[config.mk]
export PLATFORM = sky130hd
export DESIGN_NAME = mbs_div
export DESIGN_NICKNAME = d
export VERILOG_FILES = /design/src/rtl/core/mesh_bounds_box_sphere_unit_macros.svh /design/src/rtl/core/mbs_div.sv
export SDC_FILE = /design/constraint.sdc
export NUM_CORES = 1
export LEC_CHECK = 0
export ABC_CLOCK_PERIOD_IN_PS = 4480
export BUFFER_PORTS_ARGS = -buffer_cell sky130_fd_sc_hd__buf_2
export CAP_MARGIN = 0
export CORE_UTILIZATION = 55
export CTS_BUF_LIST = sky130_fd_sc_hd__clkbuf_8
export CTS_CLUSTER_DIAMETER = 100
export DETAILED_ROUTE_END_ITERATION = 10
export GPL_TIMING_DRIVEN = 0
export PLACE_DENSITY = 0.82
export SYNTH_ARGS = -nofsm -noshare
export SYNTH_HDL_FRONTEND = slang
export SYNTH_SLANG_ARGS = --single-unit
[constraint.sdc]
create_clock -name i_clk -period 4.48 [get_ports i_clk]
set_input_delay 0.448 -clock i_clk [delete_from_list [all_inputs] [get_ports i_clk]]
set_output_delay 0.448 -clock i_clk [all_outputs]
set_load 0.01 [all_outputs]
[src/rtl/core/mesh_bounds_box_sphere_unit_macros.svh]
// Assertion macros for the mesh bounds unit.
// Used by the top level only; expects i_clk and i_rst_n in scope.
`ifndef MESH_BOUNDS_BOX_SPHERE_UNIT_MACROS_SVH
`define MESH_BOUNDS_BOX_SPHERE_UNIT_MACROS_SVH
`define MBS_ASSERT_IMPL(label, ante, cons, msg) \
    label: assert property (@(posedge i_clk) disable iff (!i_rst_n) (ante) |-> (cons)) \
        else $error(msg);
`define MBS_ASSERT_NEXT(label, ante, cons, msg) \
    label: assert property (@(posedge i_clk) disable iff (!i_rst_n) (ante) |=> (cons)) \
        else $error(msg);
`endif

[src/rtl/core/mbs_div.sv]
// Serial signed divider (truncating toward zero), one quotient bit a cycle.
// No dependencies.
module mbs_div #(
    parameter int NW = 36,
    parameter int DW = 17
) (
    input  logic                 i_clk,
    input  logic                 i_rst_n,
    input  logic                 i_start,
    input  logic signed [NW-1:0] i_num,
    input  logic        [DW-1:0] i_den,
    output logic                 o_done,
    output logic signed [NW-1:0] o_quo
);
    localparam int CNTW = $clog2(NW + 1);
    logic [NW-1:0]   r_q, n_q;
    logic [DW:0]     r_rem, n_rem;
    logic [DW-1:0]   r_den;
    logic            r_neg;
    logic [CNTW-1:0] r_cnt;
    logic            r_busy;
    logic [DW:0]     w_trial;
    logic [DW:0]     w_sh;

    always_comb begin
        w_sh    = {r_rem[DW-1:0], r_q[NW-1]};
        w_trial = w_sh - {1'b0, r_den};
        n_q     = {r_q[NW-2:0], ~w_trial[DW]};
        n_rem   = w_trial[DW] ? w_sh : w_trial;
    end

    always_ff @(posedge i_clk) begin
        if (!i_rst_n) begin
            r_busy <= 1'b0;
            o_done <= 1'b0;
            r_cnt  <= '0;
        end else begin
            o_done <= 1'b0;
            if (i_start) begin
                r_busy <= 1'b1;
                r_cnt  <= CNTW'(NW);
                r_neg  <= i_num[NW-1];
                r_q    <= i_num[NW-1] ? -i_num : i_num;
                r_den  <= i_den;
                r_rem  <= '0;
            end else if (r_busy) begin
                r_q   <= n_q;
                r_rem <= n_rem;
                r_cnt <= r_cnt - 1'b1;
                if (r_cnt == CNTW'(1)) begin
                    r_busy <= 1'b0;
                    o_done <= 1'b1;
                end
            end
        end
    end

    assign o_quo = r_neg ? -$signed(r_q) : $signed(r_q);
endmodule

-- After elaboration in Yosys (flattened, before gate mapping)
Index checks and enable logic that the tools add are counted.
- register bits: 79
- input bits: 56
- output and inout port bits: 37
- word-level logic and storage cells: 33
- add/subtract/negate cells: 4
- equality and inequality tests: 1
- muxes and demuxes: 12
- bitwise gates (word level): 3
- reductions and logical operators: 5
- operators by type and width (kind ; number):
    $mux W36 ; 4
    $neg A36 Y36 ; 2
    $mux W17 ; 2
    $sub A18 B17 Y18 ; 1
    $mux W6 ; 2
    $eq A6 B1 Y1 const B ; 1
    $sub A6 B1 Y6 const B ; 1
    $mux W1 ; 4
    $reduce_and A2 Y1 ; 2
    $not A1 Y1 ; 3
    $reduce_or A3 Y1 ; 1
    $reduce_bool A2 Y1 ; 1
    $reduce_or A2 Y1 ; 1

-- Longest topological paths before layout
- depth after elaboration: 4
- mapped depth: 11
- gate-level depth less buffers: 10

-- Worst setup path after synthesis
No wires, ideal clock.
- path type: input to register
- start: input port i_num[6]
- end: register r_q[31] (data pin)
- setup time: 270 ps
- data arrival time: 2578 ps
- required time: 4210 ps
- slack: 1632 ps
- stages on the path: 7
- buffers on the path: 0
- cell sequence: or4_4 or3_4 or3_4 or4_4 o31ai_4 xor2_1 a21oi_1
- longest elaborated chain between the ends: 3
- ends and longest elaborated chain (element ; line ; source):
    start: declaration ; mbs_div.sv:10 ; input logic signed [NW-1:0] i_num,
    $neg A36 Y36 ; mbs_div.sv:43 ; r_q <= i_num[NW-1] ? -i_num : i_num;
    $mux W36 ; mbs_div.sv:43 ;
    $mux W36 ; mbs_div.sv:39 ; if (i_start) begin
    end signal: assignment ; mbs_div.sv:43 ;
    end signal: assignment ; mbs_div.sv:47 ; r_q <= n_q;
    end: declaration ; mbs_div.sv:16 ; logic [NW-1:0] r_q, n_q;
No other way between the ends.
A chain may end at the register's enable or synchronous reset.

-- Worst setup path in the final report
- start: register r_q[4]
- end: output port o_quo[32]
- longest elaborated chain between the ends: 2
- ends and longest elaborated chain (element ; line ; source):
    $neg A36 Y36 ; mbs_div.sv:58 ; assign o_quo = r_neg ? -$signed(r_q) : $signed(r_q);
    $mux W36 ; mbs_div.sv:58 ;
    end: declaration ; mbs_div.sv:13 ; output logic signed [NW-1:0] o_quo
No other way between the ends.

==> impl_metrics.py <==
metrics = {
    "pwr": {
        "power_density_nw_per_um2": 316,
        "p_seq_share_pct": 46.6,
        "power_frac_clock_pct": 23.8,
        "p_leak_nw": 2.46,
        "swShare_pct": 33.6,
        "total_power_mw": 1.99,
        "pwr-share-comb_pct": 29.7,
        "peakVddDrop_uv": 140,
        "p_sw_mw": 0.669,
        "p_int_mw": 1.32,
    },
    "placement": {
        "dp_cells": 804,
        "port_buffers": 91,
        "dpl.hpwl_mm": 9.89,
        "place_area_um2": 6140,
        "gp_congestion": 0.894,
    },
    "finish": {
        "n_antenna_cell": 0,
        "area_delta_synth_final_pct": 14.8,
        "final_common_cell": "buf_2",
        "nFillCells": 823,
        "nets": 760,
        "final_cell_mix": "92 x buf_2, 71 x edfxtp_1, 66 x nor2_1",
        "final_layout_size_suffix_gt1_share_pct": 17.9,
        "fin_area_um2": 6310,
        "final_cells": 820,
    },
    "routing": {
        "dr.pass1.iters": 5,
        "ant_nets": 0,
        "wire_per_inst_um": 16.4,
        "drt_wl_total_mm": 13.5,
        "vias_per_cell": 5.87,
        "drtIter0Drc": 264,
        "drc": 0,
        "vias": 4813,
    },
    "die": {
        "dieArea_um2": 10400,
        "die_x_um": 102,
        "dieHeight_um": 102,
        "initial_utilization_pct": 56.4,
        "num_io_pins": 93,
        "core-area_um2": 9730,
        "rows": 36,
    },
    "clock_network": {
        "clockBufferDepth": 2,
        "htree_levels": 3,
        "post_cts_buffers": 0,
        "cts.sinks": 79,
        "hold_buffers": 0,
        "cts_made_buffers": 9,
        "path_clk_slew_ns": 0.09,
        "cts_tree": "done",
        "clk-insertion-delay-late_ns": 0.37,
        "cts-root-buf": "clkbuf_8",
        "ctsResizeCount": 0,
    },
    "sta": {
        "final_hold_viol_count": 0,
        "tightest_slew_ns": 0.881,
        "post-route-period-util_pct": 87.1,
        "tns_ns": 0,
        "rsz0062_at_grt": "no",
        "post-route-min-period_ns": 3.90,
        "slew-limit-headroom_pct": 41.2,
        "fmax_ghz": 0.256,
        "clock_skew_ns": 0.00976,
        "slew_viol_final": 0,
        "setup_viol": 0,
    },
    "global_route": {
        "antenna_found_initial": 0,
        "grt_pass1_vias": 4624,
        "grt_overflow": 0,
        "grt_pass1_wl_mm": 21.8,
        "grt_max_degree": 32,
        "gr-usage-all-layers_pct": 27.5,
    },
    "worst_setup_path": {
        "crit_required_ns": 4.03,
        "timing.critical_path.from": "r_q[4]$_DFFE_PP_",
        "crit_path_cell_trace": "nor4_1 -> nand2_1 -> or3_1 -> or4_1 -> o21ai_1 -> nand2_1 -> xor2_1 -> buf_2",
        "crit_type": "flop to output port",
        "crit_slowest_cell": "o21ai_1",
        "critPathMaxFanout": 7,
        "max_stage_delay_ns": 0.59,
        "cp_top_family": "simple AND/OR/NAND/NOR gates",
        "r2r_start": "r_rem[11]$_SDFFCE_PP0P_",
        "cp_num_buf_inv": 1,
        "cp-end-kind": "output port",
        "crit_path_frequent_cell": "nand2_1",
        "cp_data_arrival_time_ns": 3.45,
        "cp-start-kind": "flop",
    },
    "synthesis": {
        "synth_area_per_cell_um2": 9.48,
        "synth_cells": 579,
        "ys_types": 52,
        "ys_ff_latch": 79,
        "yosysWarnings": 0,
        "synth_edf_count": 71,
        "syn_area_um2": 5490,
        "synth_flop_cell": "edfxtp_1",
        "ys_seq_area_share_pct": 41.7,
        "syn_nets": 657,
        "async_flop_share_pct": 0,
    },
    "run_status": {
        "status": "completed",
    },
    "min_path": {
        "hold_class": "primary input to flop",
        "min_from": "i_den[8]",
    },
    "run": {
        "drv_cap": 0,
    },
}
power by group through the flow:
stage	registers, mW	clock network [mW]	logic, mW
final	0.928	0.474	0.591
after global routing	0.934	0.505	0.655
after global placement	0.941	0	0.559
after floorplan	0.931	0	0.409
after detailed placement	0.942	0	0.581
after CTS	0.927	0.477	0.586
registers in the layout (all words and copies together), names as in the netlist:
name    cells
r_den      17
r_busy      1
o_done      1
r_cnt       6
r_rem      17
r_neg       1
r_q        36
stage by stage:
stage | setup WS [ns] | util [%] | hold WS (ns)
after floorplan | 1.63 | - | 0.468
after global placement | 1.15 | 62.8 | 0.478
after detailed placement | 1.04 | 63.1 | 0.511
after CTS | 0.655 | 64.8 | 0.237
after global routing | 0.425 | 64.8 | 0.240
final | 0.579 | 64.8 | 0.250
cells by family (layout without fill, tap and decap cells):
family,count (synthesis),in the layout,synth area share [%]
flops,79,79,41.7
xor+xnor,82,82,13.1
fa+ha+maj,22,22,5.15
buf+inv,54,162,3.78
mux,16,16,2.98
compound gates,146,146,16.9
simple gates,180,180,16.4
layer usage:
layer	up-vias	GRT usage [%]	share of wire, %
met2	197	47.6	50
met4	0	12.5	2.5
met1	2279	33.5	41
li1	2310	-	-
met3	27	4.92	6.5
met5	-	0	0
synthesized netlist by cell type, drive strengths merged (6+ instances only):
cell type	n	area, um^2
a211oi	6	45.0
a21oi	52	260
clkbuf	22	82.6
dfxtp	8	160
edfxtp	71	2130
ha	21	263
inv	29	109
mux2i	13	130
nand2	37	139
nand2b	9	56.3
nor2	66	248
nor3	11	55.1
o21ai	37	185
o31ai	18	163
o41ai	8	70.1
or3	19	139
or4	11	93.8
xnor2	39	342
xor2	43	377
path summary, 6_finish.rpt:
kind                                   to  slack [ns]  depth (start not counted)
setup / recovery                o_quo[32]        0.58                          8
hold / removal         r_den[8]$_DFFE_PP_        0.25                          1
setup reg to reg  r_rem[13]$_SDFFCE_PP0P_        1.22                          9
hold reg to reg     r_cnt[1]$_SDFFE_PP0P_        0.53                          2
layout make-up:
cell class | instances | area, um^2 | share of cell area (%)
buffer | 25 | 98.8 | 1.57
clock buffer | 9 | 124 | 1.96
clock inverter | 7 | 40.0 | 0.635
inverter | 29 | 109 | 1.73
multi-input combinational | 446 | 2990 | 47.5
sequential | 79 | 2290 | 36.3
tap | 133 | 166 | 2.64
timing repair buffer | 92 | 483 | 7.66
worst reg2reg max path: stages (launching register included):
cell	delay (ns)
edfxtp_1	0.40
ha_1	0.40
a21oi_1	0.29
o21ai_0	0.15
a211o_1	0.32
and2_1	0.16
a211oi_1	0.51
clkbuf_1	0.46
mux2i_1	0.25
nor2_1	0.06
(Power assumes the default switching activity.)
