$ cat config.mk
export PLATFORM = sky130hd
export DESIGN_NAME = mbs_sqrt
export DESIGN_NICKNAME = d
export VERILOG_FILES = /design/src/rtl/core/mesh_bounds_box_sphere_unit_macros.svh /design/src/rtl/core/mbs_sqrt.sv
export SDC_FILE = /design/constraint.sdc
export NUM_CORES = 1
export LEC_CHECK = 0
export ABC_AREA = 1
export BUFFER_PORTS_ARGS = -buffer_cell sky130_fd_sc_hd__buf_2
export CORE_ASPECT_RATIO = 1.1
export CORE_MARGIN = 8
export CORE_UTILIZATION = 40
export CTS_BUF_LIST = sky130_fd_sc_hd__clkbuf_4 sky130_fd_sc_hd__clkbuf_8
export DETAILED_ROUTE_END_ITERATION = 6
export GPL_TIMING_DRIVEN = 0
export PLACE_DENSITY_LB_ADDON = 0.1
export SYNTH_ARGS = -nofsm -noshare
export SYNTH_HDL_FRONTEND = slang
export SYNTH_SLANG_ARGS = --single-unit
$ cat constraint.sdc
create_clock -name i_clk -period 7.9 [get_ports i_clk]
set_input_delay 0.79 -clock i_clk [delete_from_list [all_inputs] [get_ports i_clk]]
set_output_delay 0.79 -clock i_clk [all_outputs]
set_load 0.005 [all_outputs]
$ cat src/rtl/core/mesh_bounds_box_sphere_unit_macros.svh
// Assertion macros for the mesh bounds unit.
// Used by the top level only; expects i_clk and i_rst_n in scope.
`ifndef MESH_BOUNDS_BOX_SPHERE_UNIT_MACROS_SVH
`define MESH_BOUNDS_BOX_SPHERE_UNIT_MACROS_SVH
`define MBS_ASSERT_IMPL(label, ante, cons, msg) \
    label: assert property (@(posedge i_clk) disable iff (!i_rst_n) (ante) |-> (cons)) \
        else $error(msg);
`define MBS_ASSERT_NEXT(label, ante, cons, msg) \
    label: assert property (@(posedge i_clk) disable iff (!i_rst_n) (ante) |=> (cons)) \
        else $error(msg);
`endif

$ cat src/rtl/core/mbs_sqrt.sv
// Serial integer square root, one result bit a cycle.
// No dependencies.
module mbs_sqrt #(
    parameter int W = 52
) (
    input  logic             i_clk,
    input  logic             i_rst_n,
    input  logic             i_start,
    input  logic [W-1:0]     i_val,
    output logic             o_done,
    output logic [W/2:0]     o_root
);
    localparam int RWD  = W / 2 + 1;
    localparam int STPS = RWD;
    localparam int CNTW = $clog2(STPS + 1);
    logic [2*RWD-1:0] r_val;
    logic [RWD+1:0]   r_rem;
    logic [RWD-1:0]   r_root;
    logic [CNTW-1:0]  r_cnt;
    logic             r_busy;
    logic [RWD+1:0]   w_sh, w_try;

    always_comb begin
        w_sh  = {r_rem[RWD-1:0], r_val[2*RWD-1 -: 2]};
        w_try = w_sh - {r_root, 2'b01};
    end

    always_ff @(posedge i_clk) begin
        if (!i_rst_n) begin
            r_busy <= 1'b0;
            o_done <= 1'b0;
            r_cnt  <= '0;
        end else begin
            o_done <= 1'b0;
            if (i_start) begin
                r_busy <= 1'b1;
                r_val  <= (2*RWD)'(i_val);
                r_rem  <= '0;
                r_root <= '0;
                r_cnt  <= CNTW'(STPS);
            end else if (r_busy) begin
                r_val <= {r_val[2*RWD-3:0], 2'b00};
                if (!w_try[RWD+1]) begin
                    r_rem  <= w_try;
                    r_root <= {r_root[RWD-2:0], 1'b1};
                end else begin
                    r_rem  <= w_sh;
                    r_root <= {r_root[RWD-2:0], 1'b0};
                end
                r_cnt <= r_cnt - 1'b1;
                if (r_cnt == CNTW'(1)) begin
                    r_busy <= 1'b0;
                    o_done <= 1'b1;
                end
            end
        end
    end

    assign o_root = r_root;
endmodule

# Word level (Yosys, flattened, before mapping)
# Index checks and enable logic that the tools add are counted.
# W data, S select, Z words.
[word_totals] ff_bits=115 wordCells=29 out_inout_bits=28 inputBits=55
[classes] n_addsub=2 n_eq_ne=1 bitwise_logic=2 n_mux=12 n_reduce_logical=4
[ops] op="$mux W27" count=3
[ops] op="$mux W54" count=1
[ops] op="$mux W52" count=1
[ops] op="$sub A29 B29 Y29" count=1
[ops] op="$mux W5" count=2
[ops] op="$eq A5 B1 Y1 const B" count=1
[ops] op="$mux W1" count=5
[ops] op="$sub A5 B1 Y5 const B" count=1
[ops] op="$reduce_or A3 Y1" count=1
[ops] op="$not A1 Y1" count=2
[ops] op="$reduce_and A2 Y1" count=1
[ops] op="$reduce_bool A2 Y1" count=1
[ops] op="$reduce_or A2 Y1" count=1

# Logic depth before layout (Yosys ltp)
# Gate-level depths: netlist (run 1).
[depth] ltp_word=4 mapped_depth=15

# Worst setup path before layout (run 1)
# Ideal clock, no wire load.
[synth_timing] path_type="input port to flip-flop" from="in i_start" to="reg r_busy" path_slack_ps=1655 setup_time_ps=78 n_path_buf=1 required_time_ps=7822 path_stages=5 t_arrival_ps=6166 cell_sequence="clkbuf_1 > nor2_1 > nor2_1 > o21ai_0 > inv_1"
[synth_between] elab_chain_cells=1
[synth_rtl] element="start: declaration" line="mbs_sqrt.sv:8" rtl="input logic i_start,"
[synth_rtl] element="$mux W1" line="mbs_sqrt.sv:35" rtl="if (i_start) begin"
[synth_rtl] element="end signal: assignment" line="mbs_sqrt.sv:30" rtl="r_busy <= 1'b0;"
[synth_rtl] element="end signal: assignment" line="mbs_sqrt.sv:36" rtl="r_busy <= 1'b1;"
[synth_rtl] element="end signal: assignment" line="mbs_sqrt.sv:52" rtl="r_busy <= 1'b0;"
[synth_rtl] element="end: declaration" line="mbs_sqrt.sv:20" rtl="logic r_busy;"
# No other way between the ends.
# A chain may end at the register's enable or synchronous reset.

# Worst setup path in the final report (run 1)
[layout_timing] from="reg r_root[21], in the netlist o_root[21]" to="reg r_rem[20], data pin"
[layout_between] elab_chain_cells=3
[layout_rtl] element="start: declaration" line="mbs_sqrt.sv:18" rtl="logic [RWD-1:0] r_root;"
[layout_rtl] element="start signal: assignment" line="mbs_sqrt.sv:45" rtl="r_root <= {r_root[RWD-2:0], 1'b1};"
[layout_rtl] element="start signal: assignment" line="mbs_sqrt.sv:48" rtl="r_root <= {r_root[RWD-2:0], 1'b0};"
[layout_rtl] element="$sub A29 B29 Y29" line="mbs_sqrt.sv:25" rtl="w_try = w_sh - {r_root, 2'b01};"
[layout_rtl] element="$mux W27" line="mbs_sqrt.sv:43" rtl="if (!w_try[RWD+1]) begin"
[layout_rtl] element="$mux W27" line="mbs_sqrt.sv:41" rtl="end else if (r_busy) begin"
[layout_rtl] element="end signal: assignment" line="mbs_sqrt.sv:44" rtl="r_rem <= w_try;"
[layout_rtl] element="end signal: assignment" line="mbs_sqrt.sv:47" rtl="r_rem <= w_sh;"
[layout_rtl] element="end: declaration" line="mbs_sqrt.sv:17" rtl="logic [RWD+1:0] r_rem;"
# No other way between the ends. The select of a mux whose other input is x is not followed.

==> results_tabular.tex, run 1 <==
\begin{tabular}{lr}
\hline
Metric & Value \\
\hline
\multicolumn{2}{l}{\textbf{STA}} \\
\quad Relative slew slack & 44.9\% \\
\quad Post-route fraction of the period consumed by the critical path & 29.9\% \\
\quad Worst-margin pin slew & 0.824 ns \\
\quad WHS & 0.486 ns \\
\quad Setup-violating endpoint count in the final report & 0 \\
\quad Maximum operating frequency & 0.424 GHz \\
\quad Worst clock skew & 0.0155 ns \\
\quad Total count of hold-check failures in the final report & 0 \\
\quad Final Slew Violations & 0 \\
\quad Minimum clock period & 2.36 ns \\
\quad RSZ-0062 raised after global routing & false \\
\quad Total negative slack for setup checks & 0 ns \\
\multicolumn{2}{l}{\textbf{Setup path}} \\
\quad Worst Path Arrival & 2.57 ns \\
\quad Crit start category & flop \\
\quad Critical Path Fanout Max & 10 \\
\quad Crit path kind & flop to flop \\
\quad Required time worst endpoint & 8.11 ns \\
\quad Type of element capturing the critical path & flop \\
\multicolumn{2}{l}{\textbf{Route}} \\
\quad Starting DRC count in detailed routing & 303 \\
\quad Final Routed Wirelength & 17,200 um \\
\quad Drt pass-1 iters & 5 \\
\quad Routed len/inst & 13.3 um \\
\quad Number of remaining DRC errors & 0 \\
\quad Vias per cell & 4.54 \\
\quad Remaining antenna violation count & 0 \\
\quad Vias & 5,850 \\
\multicolumn{2}{l}{\textbf{CTS}} \\
\quad Clock Tree Buf Depth & 2 \\
\quad Clock sinks & 115 \\
\quad Post-CTS Hold Buffers & 0 \\
\quad Worst-skew pair later-pin latency & 0.45 ns \\
\quad Cell at the root of the clock tree & clkbuf\_8 \\
\quad Post-CTS Setup Inserts & 0 \\
\quad CTS-repair resized insts & 0 \\
\quad Count of H-tree levels built during CTS & 4 \\
\quad CTS tree & yes \\
\quad Number of buffers created by CTS & 17 \\
\quad Clock-pin transition on the worst setup and hold timing paths & 0.08 ns \\
\multicolumn{2}{l}{\textbf{Finish}} \\
\quad Area overhead of the layout relative to synthesis & 16.1\% \\
\quad Layout cells sized above 1 & 17.1\% \\
\quad Leading cell type in the layout, fill and taps excluded & nand2\_1 \\
\quad Multi-input logic area & 3130 um\^{}2 \\
\quad Most frequent cells in the layout & nand2\_1, inv\_1, edfxtp\_1 \\
\quad Number of fillers in the final layout & 1,848 \\
\quad ANT cells & 0 \\
\quad Number of nets in the layout & 1,122 \\
\quad Area taken by flip-flops and latches & 3380 um\^{}2 \\
\multicolumn{2}{l}{\textbf{Logic synthesis}} \\
\quad Yosys synthesis warning count & 0 \\
\quad Most area-consuming cells after synthesis & edfxtp\_1, nand2\_1, inv\_1 \\
\quad Area share of the largest cell type after synthesis & 44.9\% \\
\quad Synth Flop Type & edfxtp\_1 \\
\quad Fraction of registers with async set/reset & 0\% \\
\quad Register bit total from synthesis & 115 \\
\quad Cells after Synth & 935 \\
\quad Post-synthesis cell type with the largest combined area & edfxtp\_1 \\
\quad Synthesized cell area & 7230 um\^{}2 \\
\quad Post-synthesis sequential area ratio & 46.8\% \\
\quad Library cells used by synthesis & 37 \\
\quad Number of nets produced by synthesis & 1,019 \\
\quad Mean cell area of the mapped netlist & 7.73 um\^{}2 \\
\quad Number of synthesized flops with an enable pin & 108 \\
\multicolumn{2}{l}{\textbf{Place}} \\
\quad Post-detailed-placement half-perimeter wirelength & 13,300 um \\
\quad RD Place Congestion & 0.867 \\
\quad Port bufs & 81 \\
\multicolumn{2}{l}{\textbf{GRT}} \\
\quad Total global-route track usage & 16.3\% \\
\quad Aggregate global routing overflow & 0 \\
\quad Maximum number of pins on one net before global-route repair & 32 \\
\quad Wire length of the first global-routing pass & 28,800 um \\
\quad Number of global-route vias before repair & 5,930 \\
\quad Antenna violations before repair & 0 \\
\multicolumn{2}{l}{\textbf{Floorplanning}} \\
\quad Starting density of the core & 40.7\% \\
\quad I/O pins & 83 \\
\quad Standard cell core area & 17,700 um\^{}2 \\
\quad Die Footprint & 22,600 um\^{}2 \\
\quad X dimension of the die & 144 um \\
\quad Number of core rows & 51 \\
\quad Die Height & 157 um \\
\multicolumn{2}{l}{\textbf{Pwr}} \\
\quad VDD IR max & 0.114 mV \\
\quad PwrDens & 216 nW/um\^{}2 \\
\quad Static Leak & 4.27 nW \\
\multicolumn{2}{l}{\textbf{Hold path}} \\
\quad Hold Crit Class & flop to flop \\
\multicolumn{2}{l}{\textbf{Flow run}} \\
\quad Maximum capacitance violations & 0 \\
\multicolumn{2}{l}{\textbf{Run status}} \\
\quad Status & finished, final reports clean \\
\hline
\end{tabular}
flip-flops by register name, indices dropped and copies added (netlist names):
register and cells:
r_cnt 5, r_val 54, o_done 1, r_rem 27, r_busy 1, o_root 27
through the flow:
step / util [%] / std cells / instance area [um^2] / setup slack, ns / total power (W)
5_1_grt: 47.3 / 1289 / 8390 / 5.36 / 0.00193
4_1_cts: 47.3 / 1289 / 8390 / 5.53 / 0.00184
6_report: 47.3 / 1289 / 8390 / 5.54 / 0.00182
2_1_floorplan: - / 935 / 7230 / 1.66 / 0.00115
3_5_place_dp: 45.1 / 1257 / 8000 / 5.19 / 0.00127
3_3_place_gp: 44.7 / 1254 / 7930 / -0.867 / 0.00127
worst paths after layout:
check / startpoint / end / slack [ns] / cells past startpoint
max: o_root[21] / r_rem[20] / 5.54 / 13
min: r_cnt[4] / r_cnt[4] / 0.49 / 2
max reg2reg: o_root[21] / r_rem[20] / 5.54 / 13
min reg2reg: r_cnt[4] / r_cnt[4] / 0.49 / 2
area by class of cell:
type / count / area share [%]
buffer: 24 / 1.76
clock buffer: 17 / 2.79
clock inverter: 15 / 1.86
inverter: 154 / 6.89
multi-input combinational: 642 / 37.3
sequential: 115 / 40.3
tap: 238 / 3.55
timing repair buffer: 84 / 5.55
Yosys cell counts (3+ instances only):
cell      instances
clkbuf_1         15
nand4_1           8
xor2_1           13
ha_1             29
nor2_2           25
nor2_4            5
edfxtp_1        108
a21oi_1          13
nand3_4           3
nand3_1          54
nand2_1         362
inv_1           147
inv_2             7
dfxtp_1           7
o21ai_0           6
nand2_4           4
nand2_2           7
nor2_1           95
critical path, cell delays in order (launching register included):
cell and delay [ns]:
edfxtp_1 0.38, inv_1 0.10, ha_1 0.31, a21oi_1 0.25
nand2_1 0.11, nand2_1 0.09, nand2_2 0.07, a21oi_4 0.22
nand2_4 0.10, nand2_4 0.13, buf_6 0.17, nand3_1 0.09
nand2_1 0.09, nor2_2 0.04
per-layer routing:
metal  share of wire (%)  global-route usage (%)
met1                  46                    20.2
met2                  47                    26.5
met3                 4.8                    4.27
met4                 2.0                    6.45
met5                   0                       0
logic make-up (layout without fill, tap and decap cells):
group,after synthesis,after routing,synth area share [%]
compound gates,27,27,2.29
xor+xnor,15,15,1.82
fa+ha+maj,29,29,5.02
buf+inv,178,294,10.0
flops,115,115,46.8
simple gates,571,571,34.0
where the power goes:
part / internal [W] / total (W) / switching, W / leakage, nW
clock network: 0.000281 / 0.000561 / 0.000279 / 0.186
registers: 0.000730 / 0.000750 / 0.0000202 / 1.11
logic: 0.000184 / 0.000504 / 0.000320 / 2.98
No activity file was read; power rests on OpenSTA's default activity.
==> run 2, diff against run 1 <==
==> constraint.sdc (replaced) <==
create_clock -name i_clk -period 1.9 [get_ports i_clk]
set_input_delay 0.19 -clock i_clk [delete_from_list [all_inputs] [get_ports i_clk]]
set_output_delay 0.19 -clock i_clk [all_outputs]
set_load 0.005 [all_outputs]
==> results_tabular.tex, run 2 (synthesis results as in run 1) <==
\begin{tabular}{lr}
\hline
Metric & Value \\
\hline
\multicolumn{2}{l}{\textbf{Pwr}} \\
\quad Share of total power consumed by net switching & 35.0\% \\
\quad Switching power & 0.00289 W \\
\quad Relative contribution of combinational cells to total power & 35.3\% \\
\quad VDD IR max & 0.395 mV \\
\quad Static Leak & 4.76 nW \\
\quad Cell internal power dissipation & 0.00536 W \\
\quad Flop pwr share & 38.2\% \\
\quad PwrDens & 837 nW/um\^{}2 \\
\quad Clk network pwr share & 26.5\% \\
\multicolumn{2}{l}{\textbf{Setup path}} \\
\quad Number of logic stages on the critical path including buffering & 14 \\
\quad Internal reg-to-reg setup slack & -0.30 ns \\
\quad Required time worst endpoint & 2.11 ns \\
\quad Crit path kind & flop to flop \\
\quad Worst Path Arrival & 2.42 ns \\
\quad Type of element capturing the critical path & flop \\
\quad Cells along the critical path & inv\_2 > ha\_4 > nand2\_2 > nand2\_2 > a21oi\_4 > nand2\_4 > a21oi\_4 > nand2\_4 > buf\_6 > nand2\_8 > buf\_8 > nand3\_2 > nand2\_2 > nor2\_2 \\
\quad Crit path max-delay cell type & edfxtp\_1 \\
\quad Crit path max-delay family & simple AND/OR/NAND/NOR gates \\
\quad Worst Path Buf+Inv & 3 \\
\quad Largest stage delay on the critical path & 0.40 ns \\
\quad Crit start category & flop \\
\quad Critical Path Fanout Max & 5 \\
\quad Crit path top cell by count & nand2\_2 \\
\quad R2R depth & 14 \\
\multicolumn{2}{l}{\textbf{Finish}} \\
\quad Largest register FFs & 54 \\
\quad Final Util & 55.6\% \\
\quad Register ranked first by flip-flop count & r\_val \\
\quad ANT cells & 0 \\
\quad Layout cells sized above 1 & 30.4\% \\
\quad Leading cell type in the layout, fill and taps excluded & nand2\_1 \\
\quad Area overhead of the layout relative to synthesis & 36.5\% \\
\quad Most frequent cells in the layout & nand2\_1, inv\_1, edfxtp\_1 \\
\quad Final standard cell count with taps included and fillers excluded & 1,369 \\
\quad Number of nets in the layout & 1,202 \\
\multicolumn{2}{l}{\textbf{Floorplanning}} \\
\quad Die Height & 157 um \\
\quad I/O pins & 83 \\
\quad Starting density of the core & 40.7\% \\
\quad X dimension of the die & 144 um \\
\quad Die Footprint & 22,600 um\^{}2 \\
\quad Number of core rows & 51 \\
\quad Standard cell core area & 17,700 um\^{}2 \\
\multicolumn{2}{l}{\textbf{Run status}} \\
\quad Failing checks & setup timing \\
\quad Status & finished with violations \\
\multicolumn{2}{l}{\textbf{Route}} \\
\quad Remaining antenna violation count & 0 \\
\quad Starting DRC count in detailed routing & 341 \\
\quad Final Routed Wirelength & 18,700 um \\
\quad Number of remaining DRC errors & 0 \\
\quad Vias & 6,287 \\
\quad Drt pass-1 iters & 4 \\
\quad Routed len/inst & 13.7 um \\
\quad Vias per cell & 4.59 \\
\multicolumn{2}{l}{\textbf{STA}} \\
\quad Worst clock skew & 0.0180 ns \\
\quad Total count of hold-check failures in the final report & 0 \\
\quad Setup-violating endpoint count in the final report & 28 \\
\quad Relative slew slack & 53.5\% \\
\quad Minimum clock period & 2.20 ns \\
\quad Maximum operating frequency & 0.454 GHz \\
\quad Post-route fraction of the period consumed by the critical path & 116\% \\
\quad Worst-margin pin slew & 0.692 ns \\
\quad Setup ws final & -0.304 ns \\
\quad Final Slew Violations & 0 \\
\quad Total negative slack for setup checks & -7.92 ns \\
\quad RSZ-0062 raised after global routing & true \\
\multicolumn{2}{l}{\textbf{Hold path}} \\
\quad Worst hold path depth & 3 \\
\quad Hold Crit Class & input pin to flop \\
\multicolumn{2}{l}{\textbf{CTS}} \\
\quad Count of H-tree levels built during CTS & 4 \\
\quad Worst-skew pair later-pin latency & 0.45 ns \\
\quad Clock Tree Buf Depth & 2 \\
\quad CTS tree & yes \\
\quad Clock sinks & 115 \\
\quad Clock-pin transition on the worst setup and hold timing paths & 0.09 ns \\
\quad Number of buffers created by CTS & 17 \\
\quad Cell at the root of the clock tree & clkbuf\_8 \\
\multicolumn{2}{l}{\textbf{Place}} \\
\quad Post-detailed-placement half-perimeter wirelength & 13,100 um \\
\quad Port bufs & 81 \\
\quad RD Place Congestion & 0.861 \\
\quad Cells after DPL & 1,257 \\
\multicolumn{2}{l}{\textbf{GRT}} \\
\quad Antenna violations before repair & 0 \\
\quad Number of global-route vias before repair & 6,354 \\
\quad Wire length of the first global-routing pass & 30,900 um \\
\quad Maximum number of pins on one net before global-route repair & 32 \\
\quad Aggregate global routing overflow & 0 \\
\quad Total global-route track usage & 17.5\% \\
\multicolumn{2}{l}{\textbf{Flow run}} \\
\quad Maximum capacitance violations & 0 \\
\hline
\end{tabular}
-- run 2: changes by cell type in the layout (fill, tap and decap cells not counted), moves of 10 or more --
| cell | change |
|---|---|
| inv_2 | +19 |
| inv_1 | -19 |
| nand3_2 | +20 |
| buf_4 | +32 |
| ha_4 | +25 |
| nor2_1 | -10 |
| nand2_1 | -38 |
| nand3_1 | -24 |
| ha_1 | -25 |
| dlygate4sd3_1 | +38 |
| nand2_2 | +32 |
-- run 2: area by class of cell --
cell class,instances,area [um^2]
fill,1731,7870
multi-input combinational,643,3820
sequential,115,3390
timing repair buffer,163,1240
inverter,154,578
tap,238,298
clock buffer,17,234
buffer,24,179
clock inverter,15,133
-- run 2: worst register-to-register path, cell delays in order, from the launching register on --
cell	delay [ns]
edfxtp_1	0.40
inv_2	0.10
ha_4	0.22
nand2_2	0.07
nand2_2	0.09
a21oi_4	0.15
nand2_4	0.08
a21oi_4	0.20
nand2_4	0.09
buf_6	0.13
nand2_8	0.11
buf_8	0.15
nand3_2	0.07
nand2_2	0.07
nor2_2	0.04
-- run 2: timing repair --
| action | CTS | global route |
|---|---|---|
| resized for setup | 75 | 57 |
| setup buffers | 28 | 10 |
| endpoints found under the setup margin | 59 | 45 |
| gates cloned | 4 | 1 |
| endpoints found under the hold margin | 38 | 0 |
| hold buffers | 38 | 0 |
| pin swaps | 13 | 17 |
-- run 2: per-layer routing --
layer / GRT usage (%) / routed length, um / share of wire (%) / vias up
met4: 6.65 / 386 / 2.1 / 0
met3: 5.00 / 970 / 5.2 / 24
met2: 29.2 / 9110 / 49 / 129
met1: 21.0 / 8270 / 44 / 2849
li1: - / - / - / 3285
met5: 0 / 0 / 0 / -
-- run 2: power by group through the flow --
stage	Sequential (W)	Clock (W)	Combinational [W]
2_1_floorplan	0.00317	0	0.00165
3_3_place_gp	0.00319	0	0.00217
3_5_place_dp	0.00319	0	0.00220
4_1_cts	0.00315	0.00225	0.00274
5_1_grt	0.00317	0.00235	0.00325
6_report	0.00315	0.00219	0.00292
-- run 2: stage by stage --
step           power (W)  hold WS, ns  setup slack, ns  instance area [um^2]
6_report         0.00826       0.0214           -0.304                  9870
4_1_cts          0.00813     0.000808           -0.322                  9560
3_5_place_dp     0.00538        0.428           -0.390                  8150
3_3_place_gp     0.00536        0.414            -1.41                  8090
2_1_floorplan    0.00483        0.315           -0.521                  7380
5_1_grt          0.00878      0.00747           -0.434                  9870
-- run 2: worst paths after layout --
check,to,startpoint
worst min-delay path,r_val[46],i_val[46]
worst max register to register,r_rem[20],o_root[15]
worst max-delay path,r_rem[20],o_root[15]
worst min register to register,r_cnt[4],r_cnt[4]
==> run 3, diff against run 2 <==
--- a/config.mk
+++ b/config.mk
@@ -14,6 +14,7 @@
 export DETAILED_ROUTE_END_ITERATION = 6
 export GPL_TIMING_DRIVEN = 0
 export PLACE_DENSITY_LB_ADDON = 0.1
+export REMOVE_ABC_BUFFERS = 1
 export SYNTH_ARGS = -nofsm -noshare
 export SYNTH_HDL_FRONTEND = slang
 export SYNTH_SLANG_ARGS = --single-unit
==> constraint.sdc (replaced) <==
create_clock -name i_clk -period 2 [get_ports i_clk]
set_input_delay 0.2 -clock i_clk [delete_from_list [all_inputs] [get_ports i_clk]]
set_output_delay 0.2 -clock i_clk [all_outputs]
set_load 0.005 [all_outputs]
==> results_tabular.tex, run 3 (synthesis results as in run 1) <==
\begin{tabular}{lr}
\hline
Metric & Value \\
\hline
\multicolumn{2}{l}{\textbf{Finish}} \\
\quad Multi-input logic area & 3790 um\^{}2 \\
\quad Number of fillers in the final layout & 1,735 \\
\quad Number of nets in the layout & 1,192 \\
\quad Area overhead of the layout relative to synthesis & 35.1\% \\
\quad ANT cells & 0 \\
\quad Final std cell area, no fill & 9760 um\^{}2 \\
\quad Register ranked first by flip-flop count & r\_val \\
\quad Most frequent cells in the layout & nand2\_1, inv\_1, edfxtp\_1 \\
\quad Area taken by flip-flops and latches & 3380 um\^{}2 \\
\quad Largest register FFs & 54 \\
\quad Leading cell type in the layout, fill and taps excluded & nand2\_1 \\
\quad Layout cells sized above 1 & 26.9\% \\
\quad Final standard cell count with taps included and fillers excluded & 1,359 \\
\multicolumn{2}{l}{\textbf{Floorplanning}} \\
\quad I/O pins & 83 \\
\quad X dimension of the die & 144 um \\
\quad Die Footprint & 22,600 um\^{}2 \\
\quad Standard cell core area & 17,700 um\^{}2 \\
\quad Starting density of the core & 40.7\% \\
\quad Die Height & 157 um \\
\quad Number of core rows & 51 \\
\multicolumn{2}{l}{\textbf{STA}} \\
\quad Post-route fraction of the period consumed by the critical path & 115\% \\
\quad Final Slew Violations & 0 \\
\quad RSZ-0062 raised after global routing & true \\
\quad Total count of hold-check failures in the final report & 0 \\
\quad Worst clock skew & 0.0136 ns \\
\quad Relative slew slack & 56.5\% \\
\quad Maximum operating frequency & 0.437 GHz \\
\quad Setup-violating endpoint count in the final report & 28 \\
\quad Minimum clock period & 2.29 ns \\
\quad Total negative slack for setup checks & -7.24 ns \\
\quad Worst-margin pin slew & 0.652 ns \\
\quad Setup ws final & -0.291 ns \\
\quad WHS & 0.0257 ns \\
\multicolumn{2}{l}{\textbf{Route}} \\
\quad Starting DRC count in detailed routing & 345 \\
\quad Vias & 6,308 \\
\quad Routed len/inst & 14.3 um \\
\quad Number of remaining DRC errors & 0 \\
\quad Final Routed Wirelength & 19,400 um \\
\quad Vias per cell & 4.64 \\
\quad Drt pass-1 iters & 4 \\
\quad Remaining antenna violation count & 0 \\
\multicolumn{2}{l}{\textbf{GRT}} \\
\quad Met2 demand-to-capacity share in global routing & 30.0\% \\
\quad Aggregate global routing overflow & 0 \\
\quad Number of global-route vias before repair & 6,389 \\
\quad Total global-route track usage & 17.9\% \\
\quad Maximum number of pins on one net before global-route repair & 88 \\
\quad Antenna violations before repair & 0 \\
\quad Wire length of the first global-routing pass & 31,500 um \\
\quad GR Layer Usage met3 & 4.73\% \\
\quad Layer carrying the most global-route usage & met2 \\
\quad GRT met1 Usage & 21.5\% \\
\multicolumn{2}{l}{\textbf{Hold path}} \\
\quad Worst hold path depth & 3 \\
\quad Origin of the worst min-delay path & i\_val[47] \\
\quad Sink of the worst hold path & r\_val[47] \\
\quad Hold Crit Class & input pin to flop \\
\multicolumn{2}{l}{\textbf{CTS}} \\
\quad Clock-pin transition on the worst setup and hold timing paths & 0.08 ns \\
\quad Number of buffers created by CTS & 17 \\
\quad Clock Tree Buf Depth & 2 \\
\quad Clock sinks & 115 \\
\quad Worst-skew pair later-pin latency & 0.46 ns \\
\quad Cell at the root of the clock tree & clkbuf\_8 \\
\quad CTS tree & yes \\
\quad Count of H-tree levels built during CTS & 4 \\
\multicolumn{2}{l}{\textbf{Setup path}} \\
\quad Internal reg-to-reg setup slack & -0.29 ns \\
\quad R2R depth & 13 \\
\quad Crit path kind & flop to flop \\
\quad Critical Path Fanout Max & 7 \\
\quad Required time worst endpoint & 2.22 ns \\
\quad Type of element capturing the critical path & flop \\
\quad Crit start category & flop \\
\quad Destination of the worst register-to-register timing path & r\_rem[18] \\
\quad Worst Path Arrival & 2.51 ns \\
\quad Critical R2R Launch & o\_root[16] \\
\multicolumn{2}{l}{\textbf{Place}} \\
\quad Cells after DPL & 1,234 \\
\quad RD Place Congestion & 0.882 \\
\quad Placement Cell Area & 7860 um\^{}2 \\
\quad Port bufs & 82 \\
\quad Post-detailed-placement half-perimeter wirelength & 11,800 um \\
\multicolumn{2}{l}{\textbf{Pwr}} \\
\quad Clk network pwr share & 29.1\% \\
\quad Cell internal power dissipation & 0.00523 W \\
\quad VDD IR max & 0.423 mV \\
\quad Switching power & 0.00280 W \\
\quad Flop pwr share & 37.2\% \\
\quad Share of total power consumed by net switching & 34.9\% \\
\quad PwrDens & 822 nW/um\^{}2 \\
\quad Static Leak & 4.70 nW \\
\quad Relative contribution of combinational cells to total power & 33.7\% \\
\multicolumn{2}{l}{\textbf{Run status}} \\
\quad Status & finished with violations \\
\quad Failing checks & setup timing \\
\multicolumn{2}{l}{\textbf{Flow run}} \\
\quad Maximum capacitance violations & 0 \\
\hline
\end{tabular}
==> run 3: changes by cell type in the layout (fill, tap and decap cells not counted), moves of 4 or more <==
cell,before,now
buf_8,4,0
clkbuf_1,14,0
dlygate4sd3_1,38,47
ha_1,4,8
ha_4,25,20
nand2_1,324,338
nand2_2,39,25
nand2_8,2,9
nand3_1,30,49
nand3_2,22,6
==> run 3: per-layer routing <==
layer / vias to the layer above / part of all wire (%) / routed length [um]
met5: - / 0 / 0
met4: 0 / 3.0 / 583
met3: 42 / 5.3 / 1030
met2: 144 / 48 / 9260
met1: 2859 / 44 / 8520
li1: 3263 / - / -
==> run 3: repair_timing <==
action / 4_1_cts / 5_1_grt
pin swaps: 28 / 22
endpoints found under the hold margin: 47 / 0
endpoints found under the setup margin: 56 / 28
resized for setup: 70 / 53
gates cloned: 7 / 0
hold buffers: 47 / 0
setup buffers: 25 / 13
==> run 3: area by class of cell <==
class	instances	area share, %
multi-input combinational	649	38.8
sequential	115	34.6
timing repair buffer	171	13.4
inverter	154	5.93
tap	238	3.05
clock buffer	17	2.40
clock inverter	15	1.83
==> run 3: worst max-delay path, stage by stage, from the launching register on <==
cell and delay, ns:
edfxtp_1 0.41, inv_2 0.11, ha_4 0.23, nand2_4 0.09
inv_2 0.05, a21oi_2 0.16, nand2_4 0.08, a21oi_4 0.21
buf_12 0.15, nand2_8 0.09, nand2_8 0.16, nand2_8 0.12
nor2_2 0.11, nor2_2 0.07
==> run 3: how the worst max path moves through the flow <==
| stage | start | endpoint | slack [ns] | cells past startpoint |
|---|---|---|---|---|
| 2_1_floorplan | r_busy | r_busy | -3.64 | 4 |
| 3_3_place_gp | i_start | r_busy | -7.28 | 5 |
| 3_5_place_dp | i_start | o_root[24] | -0.69 | 5 |
| 4_1_cts | r_rem[13] | r_rem[16] | -0.26 | 14 |
| 5_1_grt | r_rem[12] | r_rem[22] | -0.36 | 11 |
| 6_report | o_root[16] | r_rem[18] | -0.29 | 13 |
==> run 3: through the flow <==
| stage | utilization [%] | worst slack (ns) | total power [W] |
|---|---|---|---|
| global route | 55.0 | -0.357 | 0.00847 |
| finish | 55.0 | -0.291 | 0.00802 |
| CTS | 53.1 | -0.256 | 0.00784 |
| detailed placement | 44.3 | -0.685 | 0.00494 |
| global placement | 43.9 | -7.28 | 0.00494 |
| floorplan | - | -3.64 | 0.00442 |
==> run 3: power groups by stage <==
stage	Combinational, W	Clock [W]	Sequential, W
final	0.00270	0.00234	0.00299
after global routing	0.00300	0.00247	0.00301
after CTS	0.00247	0.00239	0.00298
after detailed placement	0.00193	0	0.00301
after global placement	0.00190	0	0.00304
after floorplan	0.00140	0	0.00302
